==> src/hw/rtl/btmc_pkg.sv <==
`timescale 1ns / 1ps

package btmc_pkg;

    // External mode codes as carried on the result stream and in manual mode
    typedef logic [1:0] t_mode_code;
    localparam t_mode_code MODE_SHUTDOWN  = 2'd0;
    localparam t_mode_code MODE_COOLING   = 2'd1;
    localparam t_mode_code MODE_HEATING   = 2'd2;
    localparam t_mode_code MODE_CIRCULATE = 2'd3;

    // Bank charge state codes
    localparam logic [1:0] BANK_CHARGING    = 2'd1;
    localparam logic [1:0] BANK_DISCHARGING = 2'd2;

    // Internal thermal state, one-hot
    typedef enum logic [3:0] {
        ST_SHUTDOWN  = 4'b0001,
        ST_COOLING   = 4'b0010,
        ST_HEATING   = 4'b0100,
        ST_CIRCULATE = 4'b1000
    } t_state;

    // Configuration register indexes
    localparam int CFG_IDX_W = 3;
    typedef logic [CFG_IDX_W-1:0] t_cfg_idx;
    localparam t_cfg_idx REG_COOL_ENTER_MAX_LOW = 3'd0;
    localparam t_cfg_idx REG_COOL_ENTER_AVG     = 3'd1;
    localparam t_cfg_idx REG_COOL_LEAVE_MAX     = 3'd2;
    localparam t_cfg_idx REG_COOL_LEAVE_AVG     = 3'd3;
    localparam t_cfg_idx REG_HEAT_ENTER_MIN     = 3'd4;
    localparam t_cfg_idx REG_HEAT_ENTER_AVG     = 3'd5;
    localparam t_cfg_idx REG_HEAT_LEAVE_MIN     = 3'd6;
    localparam t_cfg_idx REG_HEAT_LEAVE_AVG     = 3'd7;

    localparam int TEMP_W  = 12;
    localparam int TGT_W   = 8;
    localparam int MASK_W  = 16;

    typedef logic signed [TEMP_W-1:0] t_temp;
    typedef logic signed [TGT_W-1:0]  t_target;

    // Fixed limits and targets (temperatures in 0.1 degC, targets in degC)
    localparam t_temp COOL_ENTER_MAX_HIGH = 12'sd350;
    localparam logic signed [TEMP_W:0] CIRC_SPREAD = 13'sd40;
    localparam t_target TGT_CHARGE    = 8'sd20;
    localparam t_target TGT_DISCHARGE = 8'sd26;
    localparam t_target TGT_STANDBY   = 8'sd22;
    localparam t_target TGT_HEAT      = 8'sd30;

    localparam t_temp RST_COOL_ENTER_MAX_LOW = 12'sd290;
    localparam t_temp RST_COOL_ENTER_AVG     = 12'sd270;
    localparam t_temp RST_COOL_LEAVE_MAX     = 12'sd280;
    localparam t_temp RST_COOL_LEAVE_AVG     = 12'sd260;
    localparam t_temp RST_HEAT_ENTER_MIN     = 12'sd120;
    localparam t_temp RST_HEAT_ENTER_AVG     = 12'sd180;
    localparam t_temp RST_HEAT_LEAVE_MIN     = 12'sd180;
    localparam t_temp RST_HEAT_LEAVE_AVG     = 12'sd200;

    typedef struct packed {
        t_temp cool_enter_max_low;
        t_temp cool_enter_avg;
        t_temp cool_leave_max;
        t_temp cool_leave_avg;
        t_temp heat_enter_min;
        t_temp heat_enter_avg;
        t_temp heat_leave_min;
        t_temp heat_leave_avg;
    } t_cfg;

    typedef struct packed {
        logic [MASK_W-1:0] rack_discharging_mask;
        logic [MASK_W-1:0] rack_charging_mask;
        logic [MASK_W-1:0] rack_online_mask;
        logic [1:0]        bank_charge_state;
        t_target           manual_target;
        t_mode_code        manual_mode;
        logic              manual_enable;
        t_temp             avg_cell_temp;
        t_temp             min_cell_temp;
        t_temp             max_cell_temp;
    } t_item;

    typedef struct packed {
        t_state     next_state;
        t_mode_code request_mode;
        t_target    coolant_tgt;
    } t_decision;

    localparam int ITEM_W      = $bits(t_item);
    localparam int IN_TDATA_W  = ((ITEM_W + 7) / 8) * 8;
    localparam int RES_W       = $bits(t_mode_code) + TGT_W;
    localparam int OUT_TDATA_W = ((RES_W + 7) / 8) * 8;

    function automatic t_mode_code state_to_code(input t_state st);
        t_mode_code code;
        case (st)
            ST_COOLING:   code = MODE_COOLING;
            ST_HEATING:   code = MODE_HEATING;
            ST_CIRCULATE: code = MODE_CIRCULATE;
            default:      code = MODE_SHUTDOWN;
        endcase
        return code;
    endfunction

endpackage

==> src/hw/rtl/battery_thermal_mode_controller.sv <==
`timescale 1ns / 1ps

// Channel   Dir  Handshake                 Payload
// s_axis    in   tvalid/tready             tdata[103:0]: tick measurements and masks
// m_axis    out  tvalid/tready             tdata[15:0]:  requested mode and target
// cfg       in   wr_en (no backpressure)   addr[2:0], data[11:0]: threshold registers
//
// One tick per cycle sustained while m_axis does not stall; a transferred tick
// passes through the input register, then the result register, from which its
// result is offered on m_axis.
// The mode decision is a single pass of compares between the two registers;
// the mode state updates in the same edge that loads the result.
// Synchronous active-low reset returns the mode to shutdown and thresholds to
// their defaults. A stall on m_axis holds the result; an empty input register
// still takes one more tick, then s_axis backpressures until the result leaves.

module battery_thermal_mode_controller #(
    parameter int RACKS = 16
) (
    input  logic                              i_clk,
    input  logic                              i_rst_n,
    // [11:0] max_cell_temp, [23:12] min_cell_temp, [35:24] avg_cell_temp,
    // [36] manual_enable, [38:37] manual_mode, [46:39] manual_target,
    // [48:47] bank_charge_state, [64:49] rack_online_mask,
    // [80:65] rack_charging_mask, [96:81] rack_discharging_mask, [103:97] zero
    input  logic [btmc_pkg::IN_TDATA_W-1:0]   i_s_axis_tdata,
    input  logic                              i_s_axis_tvalid,
    output logic                              o_s_axis_tready,
    // [1:0] request_mode, [9:2] coolant target, [15:10] zero
    output logic [btmc_pkg::OUT_TDATA_W-1:0]  o_m_axis_tdata,
    output logic                              o_m_axis_tvalid,
    input  logic                              i_m_axis_tready,
    input  logic                              i_cfg_wr_en,
    input  btmc_pkg::t_cfg_idx                i_cfg_addr,
    input  btmc_pkg::t_temp                   i_cfg_data
);
    import btmc_pkg::*;

    t_cfg      cfg;
    t_decision decision;
    logic      advance;

    // Input register
    logic      r_in_valid;
    t_item     r_item;
    // Mode state
    t_state    r_state;
    // Result register
    logic       r_out_valid;
    t_mode_code r_mode;
    t_target    r_target;

    btmc_cfg_regs u_cfg_regs (
        .i_clk       (i_clk),
        .i_rst_n     (i_rst_n),
        .i_cfg_wr_en (i_cfg_wr_en),
        .i_cfg_addr  (i_cfg_addr),
        .i_cfg_data  (i_cfg_data),
        .o_cfg       (cfg)
    );

    btmc_mode_logic #(
        .RACKS (RACKS)
    ) u_mode_logic (
        .i_item     (r_item),
        .i_cfg      (cfg),
        .i_state    (r_state),
        .o_decision (decision)
    );

    // Result register free, or its content leaves this cycle
    assign advance         = !r_out_valid || i_m_axis_tready;
    assign o_s_axis_tready = !r_in_valid || advance;

    always_ff @(posedge i_clk) begin
        if (!i_rst_n) begin
            r_in_valid <= 1'b0;
        end else if (o_s_axis_tready) begin
            r_in_valid <= i_s_axis_tvalid;
        end
    end

    // Capture the tick on each transfer
    always_ff @(posedge i_clk) begin
        if (i_s_axis_tvalid && o_s_axis_tready) begin
            r_item <= i_s_axis_tdata[ITEM_W-1:0];
        end
    end

    // Advance the mode and load the result in the same edge
    always_ff @(posedge i_clk) begin
        if (!i_rst_n) begin
            r_state     <= ST_SHUTDOWN;
            r_out_valid <= 1'b0;
        end else if (advance) begin
            r_out_valid <= r_in_valid;
            if (r_in_valid) begin
                r_state <= decision.next_state;
            end
        end
    end

    always_ff @(posedge i_clk) begin
        if (advance && r_in_valid) begin
            r_mode   <= decision.request_mode;
            r_target <= decision.coolant_tgt;
        end
    end

    assign o_m_axis_tvalid = r_out_valid;
    assign o_m_axis_tdata  = {(OUT_TDATA_W - RES_W)'(0), r_target, r_mode};

endmodule

==> src/hw/rtl/btmc_cfg_regs.sv <==
`timescale 1ns / 1ps

module btmc_cfg_regs (
    input  logic              i_clk,
    input  logic              i_rst_n,
    input  logic              i_cfg_wr_en,
    input  btmc_pkg::t_cfg_idx i_cfg_addr,
    input  btmc_pkg::t_temp   i_cfg_data,
    output btmc_pkg::t_cfg    o_cfg
);
    import btmc_pkg::*;

    t_cfg r_cfg;

    always_ff @(posedge i_clk) begin
        if (!i_rst_n) begin
            r_cfg.cool_enter_max_low <= RST_COOL_ENTER_MAX_LOW;
            r_cfg.cool_enter_avg     <= RST_COOL_ENTER_AVG;
            r_cfg.cool_leave_max     <= RST_COOL_LEAVE_MAX;
            r_cfg.cool_leave_avg     <= RST_COOL_LEAVE_AVG;
            r_cfg.heat_enter_min     <= RST_HEAT_ENTER_MIN;
            r_cfg.heat_enter_avg     <= RST_HEAT_ENTER_AVG;
            r_cfg.heat_leave_min     <= RST_HEAT_LEAVE_MIN;
            r_cfg.heat_leave_avg     <= RST_HEAT_LEAVE_AVG;
        end else if (i_cfg_wr_en) begin
            case (i_cfg_addr)
                REG_COOL_ENTER_MAX_LOW: r_cfg.cool_enter_max_low <= i_cfg_data;
                REG_COOL_ENTER_AVG:     r_cfg.cool_enter_avg     <= i_cfg_data;
                REG_COOL_LEAVE_MAX:     r_cfg.cool_leave_max     <= i_cfg_data;
                REG_COOL_LEAVE_AVG:     r_cfg.cool_leave_avg     <= i_cfg_data;
                REG_HEAT_ENTER_MIN:     r_cfg.heat_enter_min     <= i_cfg_data;
                REG_HEAT_ENTER_AVG:     r_cfg.heat_enter_avg     <= i_cfg_data;
                REG_HEAT_LEAVE_MIN:     r_cfg.heat_leave_min     <= i_cfg_data;
                REG_HEAT_LEAVE_AVG:     r_cfg.heat_leave_avg     <= i_cfg_data;
                default:                r_cfg <= r_cfg;
            endcase
        end
    end

    assign o_cfg = r_cfg;

endmodule

==> src/hw/rtl/btmc_mode_logic.sv <==
`timescale 1ns / 1ps

module btmc_mode_logic #(
    parameter int RACKS = 16
) (
    input  btmc_pkg::t_item     i_item,
    input  btmc_pkg::t_cfg      i_cfg,
    input  btmc_pkg::t_state    i_state,
    output btmc_pkg::t_decision o_decision
);
    import btmc_pkg::*;

    // Racks past the mask width or past RACKS count as offline
    localparam int RACKS_USED = (RACKS < MASK_W) ? RACKS : MASK_W;
    localparam logic [MASK_W:0] RACK_ONES = (17'd1 << RACKS_USED) - 17'd1;
    localparam logic [MASK_W-1:0] RACK_EN = RACK_ONES[MASK_W-1:0];

    logic                     cool_req;
    logic                     heat_req;
    logic                     cool_off_ok;
    logic                     heat_off_ok;
    logic                     spread_small;
    logic signed [TEMP_W:0]   spread;
    logic                     has_chg;
    logic                     has_dis;
    logic [MASK_W-1:0]        online;
    t_state                   chosen;
    t_state                   auto_state;
    t_target                  auto_target;

    always_comb begin
        spread = $signed({i_item.max_cell_temp[TEMP_W-1], i_item.max_cell_temp})
                 - $signed({i_item.min_cell_temp[TEMP_W-1], i_item.min_cell_temp});
        spread_small = (spread <= CIRC_SPREAD);

        cool_req = (i_item.max_cell_temp >= COOL_ENTER_MAX_HIGH) ||
                   ((i_item.max_cell_temp >= i_cfg.cool_enter_max_low) &&
                    (i_item.avg_cell_temp >= i_cfg.cool_enter_avg));
        heat_req = (i_item.min_cell_temp <= i_cfg.heat_enter_min) &&
                   (i_item.avg_cell_temp <= i_cfg.heat_enter_avg);
        cool_off_ok = (i_item.max_cell_temp <= i_cfg.cool_leave_max) &&
                      (i_item.avg_cell_temp <= i_cfg.cool_leave_avg);
        heat_off_ok = (i_item.min_cell_temp >= i_cfg.heat_leave_min) ||
                      (i_item.avg_cell_temp >= i_cfg.heat_leave_avg);

        if (cool_req && heat_req) begin
            chosen = ST_CIRCULATE;
        end else if (cool_req) begin
            chosen = ST_COOLING;
        end else if (heat_req) begin
            chosen = ST_HEATING;
        end else if (spread_small) begin
            chosen = ST_CIRCULATE;
        end else begin
            chosen = ST_SHUTDOWN;
        end

        // Hold cooling or heating until its exit condition is met
        case (i_state)
            ST_COOLING: auto_state = cool_off_ok ? chosen : ST_COOLING;
            ST_HEATING: auto_state = heat_off_ok ? chosen : ST_HEATING;
            default:    auto_state = chosen;
        endcase

        online  = i_item.rack_online_mask & RACK_EN;
        has_chg = |(online & i_item.rack_charging_mask);
        has_dis = |(online & i_item.rack_discharging_mask);

        case (auto_state)
            ST_COOLING: begin
                if (has_chg && has_dis) begin
                    auto_target = TGT_CHARGE;
                end else if (i_item.bank_charge_state == BANK_CHARGING) begin
                    auto_target = TGT_CHARGE;
                end else if (i_item.bank_charge_state == BANK_DISCHARGING) begin
                    auto_target = TGT_DISCHARGE;
                end else begin
                    auto_target = TGT_STANDBY;
                end
            end
            ST_HEATING: auto_target = TGT_HEAT;
            default:    auto_target = TGT_STANDBY;
        endcase

        if (i_item.manual_enable) begin
            o_decision.next_state   = i_state;
            o_decision.request_mode = i_item.manual_mode;
            o_decision.coolant_tgt  = i_item.manual_target;
        end else begin
            o_decision.next_state   = auto_state;
            o_decision.request_mode = state_to_code(auto_state);
            o_decision.coolant_tgt  = auto_target;
        end
    end

endmodule

==> config.mk <==
export PLATFORM = sky130hd
export DESIGN_NAME = battery_thermal_mode_controller
export DESIGN_NICKNAME = d
export VERILOG_FILES = /design/src/hw/rtl/btmc_pkg.sv /design/src/hw/rtl/battery_thermal_mode_controller.sv /design/src/hw/rtl/btmc_cfg_regs.sv /design/src/hw/rtl/btmc_mode_logic.sv
export SDC_FILE = /design/constraint.sdc
export NUM_CORES = 1
export LEC_CHECK = 0
export BUFFER_PORTS_ARGS = -buffer_cell sky130_fd_sc_hd__buf_2
export CORE_UTILIZATION = 50
export CTS_CLUSTER_DIAMETER = 100
export DETAILED_ROUTE_END_ITERATION = 7
export PLACE_DENSITY = 0.77
export REMOVE_ABC_BUFFERS = 1
export SYNTH_ARGS = -nofsm -noshare
export SYNTH_HDL_FRONTEND = slang
export SYNTH_SLANG_ARGS = --single-unit
==> constraint.sdc <==
create_clock -name i_clk -period 9.2 [get_ports i_clk]
set_clock_uncertainty 0.1 [all_clocks]
set_input_delay 1.38 -clock i_clk [delete_from_list [all_inputs] [get_ports i_clk]]
set_output_delay 1.38 -clock i_clk [all_outputs]
set_load 0.05 [all_outputs]
# Word-level counts from Yosys, hierarchy flattened
# Cells that the tools add are included.
[op_classes]
muxes = 13
n_reduce_logical = 25
n_eq_ne = 14
bitwise = 3
addsub = 1
n_lt_le_gt_ge = 10
[op_table]
columns = ["cell", "count"]
rows = [
  [">= comparator 12 bit", 4],
  ["<= comparator 12 bit", 4],
  ["bitwise AND 16 bit", 2],
  ["OR reduction 16 bit", 2],
  ["two-way mux 4 bit", 7],
  ["two-way mux 8 bit", 2],
  ["case mux 8 bit (2 select lines)", 1],
  ["AND reduction 2 bit", 8],
  ["<= comparator 13 x 7 -> 1 bit, second input constant", 1],
  ["subtractor 12 x 12 -> 13 bit", 1],
  ["== test 3 bit, second input constant", 4],
  [">= comparator 12 x 10 -> 1 bit, second input constant", 1],
  ["two-way mux 10 bit", 1],
  ["== test 4 x 2 -> 1 bit, second input constant", 2],
  ["== test 4 x 3 -> 1 bit, second input constant", 2],
  ["case mux 4 bit (2 select lines)", 1],
  ["logical AND 1 bit", 7],
  ["== test 3 x 2 -> 1 bit, second input constant", 2],
  ["case mux 2 bit (3 select lines)", 1],
  ["== test 4 bit, second input constant", 1],
  ["logical OR 1 bit", 4],
  ["== test 3 x 1 -> 1 bit, second input constant", 1],
  ["logical NOT 3 bit", 1],
  ["AND reduction 3 bit", 1],
  ["other kinds (4)", 5],
]
[totals]
inputBits = 124
word_cells = 89
register_bits = 209
out_inout_bits = 18

# Longest topological paths before layout
[depth]
word_depth = 11
mapped_depth = 10
mapped_depth_nobuf = 10

# Hierarchy
# A second synthesis with hierarchy kept.
[unflattened]
hier_cells = 968
hier_area_um2 = 10563.9
[by_module_without_submodules]
columns = ["mod", "area_per_inst_um2", "cells_each", "seq_area_each_um2", "n_inst"]
rows = [
  ["btmc_cfg_regs", 3633.5, 345, 1921.8, 1],
  ["battery_thermal_mode_controller", 3514.6, 141, 3333.2, 1],
  ["btmc_mode_logic", 3415.8, 482, 0.0, 1],
]

# Worst setup path before layout
# Ideal clock, no wire load.
[synth_timing]
path_kind = "input to register"
from = "in i_m_axis_tready"
to = "reg r_item[0] (netlist bit), enable pin"
path_buffers = 0
t_required_ns = 8.634
t_arrival_ns = 4.137
setup_ns = 0.466
slack_ns = 4.497
stages = 3
path_cell_list = "nor2b_1 nand2_1 and2_1"
[synth_between]
elab_chain_len = 3
[synth_lines]
columns = ["item", "line_no", "rtl"]
rows = [
  ["from (decl)", "battery_thermal_mode_controller.sv:32", "input logic i_m_axis_tready,"],
  ["logical OR 1 bit", "battery_thermal_mode_controller.sv:72", "assign advance = !r_out_valid || i_m_axis_tready;"],
  ["logical OR 1 bit", "battery_thermal_mode_controller.sv:73", "assign o_s_axis_tready = !r_in_valid || advance;"],
  ["net o_s_axis_tready", "battery_thermal_mode_controller.sv:28", "output logic o_s_axis_tready,"],
  ["logical AND 1 bit", "battery_thermal_mode_controller.sv:85", "if (i_s_axis_tvalid && o_s_axis_tready) begin"],
  ["to (signal assigned)", "battery_thermal_mode_controller.sv:86", "r_item <= i_s_axis_tdata[ITEM_W-1:0];"],
  ["to (decl)", "battery_thermal_mode_controller.sv:45", "t_item r_item;"],
]
# The timed path passes the listed nets, and every way through them passes these cells.
# A chain may end at the register's enable or synchronous reset.

# Final worst setup path
[layout_timing]
from = "in i_m_axis_tready"
to = "out o_s_axis_tready"
[layout_between]
elab_chain_len = 2
[layout_lines]
columns = ["item", "line_no"]
rows = [
  ["logical OR 1 bit", "battery_thermal_mode_controller.sv:72"],
  ["logical OR 1 bit", "battery_thermal_mode_controller.sv:73"],
  ["to (decl)", "battery_thermal_mode_controller.sv:28"],
]
# No other way between the ends.

==> out/qor.txt <==
vias per cell - 5.48
Worst EP required - 7.72 ns
hold path cells - 2
Setup Viol. Count Final - 0
# port buffers - 128
core area - 19700 um2
Top FF cell, synth - edfxtp_1
initial antenna violation count - 0
Remaining DRCs - 0
global-route wire length before repair - 37100 um
outcome - finished clean
Initial Utilization - 0.515
H-tree Lvls - 1
Slew Viols, Final - 0
commonest non-fill, non-tap cell in the layout - nand2_1
area post-placement - 11000 um2
Layout Cell Area excl Fill - 11800 um2
crit path launch type - primary input
Fmax - 288 MHz
area of the die - 20900 um2
Vert. Die Dim - 145 um
Final nets - 1372
setup TNS - 0 ns
Area Overhead vs Synth - 16.1%
post-synth design cell area - 10200 um2
worst skew pair latency - 0.51 ns
hold_ws - 0.353 ns
hold path start - u_cfg_regs.o_cfg[58]$_SDFFE_PN0P_
Hold Violations, Final - 0
DR pass1 iterations - 4
CTS buffer count - 23
Resized cells post-CTS - 0
worst-margin pin slew - 1.14 ns
Initial DRC Count - 527
crit share post-route - 0.378
pin count of the biggest net entering global routing - 83
synth unique cells - 61
synth top area cells - edfxtp_1 (32%), dfxtp_1 (20%), ha_1 (13%)
GRT busiest layer - met2
Vias - 7786
Slew headroom - 0.240
Die X - 145 um
drt wl/cell - 16.8 um
reg2reg start - r_item[19]$_DFFE_PP_
Setup crit end kind - output pin
Post-Route WL - 23900 um
commonest non-fill, non-tap cells in the layout - nand2_1 (188), buf_2 (128), inv_1 (110), ha_1 (108), edfxtp_1 (107)
GRT Resource Usage Total - 0.233
register area share after synthesis - 0.517
Worst-path clk slew - 0.06 ns
Ports - 142
CP arrival - 2.00 ns
register area - 5260 um2
Final Util - 0.598
Hold Path End - u_cfg_regs.o_cfg[58]$_SDFFE_PN0P_
cell area power density - 190 nW/um2
share of Yosys cell area claimed by the top area cell type - 0.316
worst hold path type - register to register
Mapped Cells - 1020
Setup CP Type - primary input to output pin
number of antenna diodes - 0
Syn Area/Cell - 9.96 um2
yosys warns - 0
Reg-to-Reg End - r_target[3]$_DFFE_PP_
Post-DRT Antenna Nets - 0
Seq cells post-synth - 209
Post-synth EDFFs - 107
cell accounting for the most synthesized area - edfxtp_1
# clock sinks - 209
Post-CTS Setup Inserts - 0
CTS tree - done
RSZ-0062 raised after global routing - false
Leak - 4.73 nW
met1 usage - 0.307
Max-cap violations - 0
Hold Buf Count CTS - 0
fin crit period - 3.48 ns
VDD IR max - 126 uV
maximum fanout along the worst path - 4
layout cell share with drive strength beyond 1 - 0.151
GR Util met2 - 0.388
ys async rst share - 0
vias in the first global route - 7362
reg2reg path depth - 7
Root Driver - clkbuf_16
detailed placer's ending HPWL - 16500 um
FF-to-FF setup slack - 5.85 ns
GPL Wtd Cong - 0.851
global route overflow - 0
area of the multi-input gates - 4310 um2
Std-Cell Rows - 51
clock tree buffer depth - 3
met3 Track Usage GR - 0.0328
layout filler cell count - 1674
==> logic make-up after synthesis <==
kind of cell,count (synthesis),share of synthesized area
xor gates and xnor gates,4,0.00345
AOI/OAI and AO/OA,224,0.144
DFF,209,0.517
buffers and inverters,154,0.0605
other,1,0.000369
and+or+nand+nor,319,0.141
adders and majority gates,108,0.133
muxes,1,0.000985
==> area by class of cell <==
cell class                      count  area share
Sequential cell                   209       0.446
Multi-Input combinational cell    662       0.366
Timing Repair Buffer              133      0.0575
Clock buffer                       32      0.0560
Inverter                          111      0.0353
Tap cell                          265      0.0281
Clock inverter                      8      0.0119
==> worst max path at each step <==
stage / endpoint / cells after the start / slack [ns] / startpoint
3_3_place_gp: o_s_axis_tready / 4 / 5.72 / i_m_axis_tready
3_5_place_dp: o_s_axis_tready / 4 / 5.72 / i_m_axis_tready
4_1_cts: o_s_axis_tready / 4 / 5.72 / i_m_axis_tready
5_1_grt: o_s_axis_tready / 4 / 5.68 / i_m_axis_tready
6_report: o_s_axis_tready / 4 / 5.72 / i_m_axis_tready
2_1_floorplan: r_item[0]$_DFFE_PP_ / 3 / 4.50 / i_m_axis_tready
==> cell usage after synthesis (14+ instances only) <==
cell type    n
ha_1       108
a21oi_1    100
a22oi_1     14
clkbuf_1    26
nand2b_1    14
dfxtp_1    102
nand2_1    188
nor2_1      30
o211ai_1    32
edfxtp_1   107
inv_1      111
nand3_1     19
nor3_1      14
==> routing by layer <==
| metal | up-vias | share of wire |
|---|---|---|
| met3 | 53 | 0.059 |
| met4 | 0 | 0.032 |
| met2 | 220 | 0.47 |
| met5 | - | 0 |
| li1 | 3835 | - |
| met1 | 3678 | 0.44 |
==> state kept, by name, summed over array words and instances (netlist names) <==
register / flops
u_cfg_regs.o_cfg: 96
r_mode: 2
r_item: 97
r_state: 4
o_m_axis_tvalid: 1
r_target: 8
r_in_valid: 1
==> stage by stage <==
stage,total power [mW],setup WS [ns],std cells
floorplan,1.20,4.50,982
global placement,1.28,5.72,1380
detailed placement,1.29,5.72,1380
CTS,2.26,5.72,1420
global route,2.32,5.68,1420
finish,2.24,5.72,1420
==> worst max-delay path, cell delays in order <==
cell     delay [ns]
buf_2          0.10
nor2b_1        0.21
nand2_1        0.10
buf_2          0.22
==> report_power, final <==
group	internal (mW)	switching (mW)
Combinational	0.0849	0.135
Sequential	1.02	0.0258
Clock	0.611	0.365
Power figures use the tool's default switching activity.
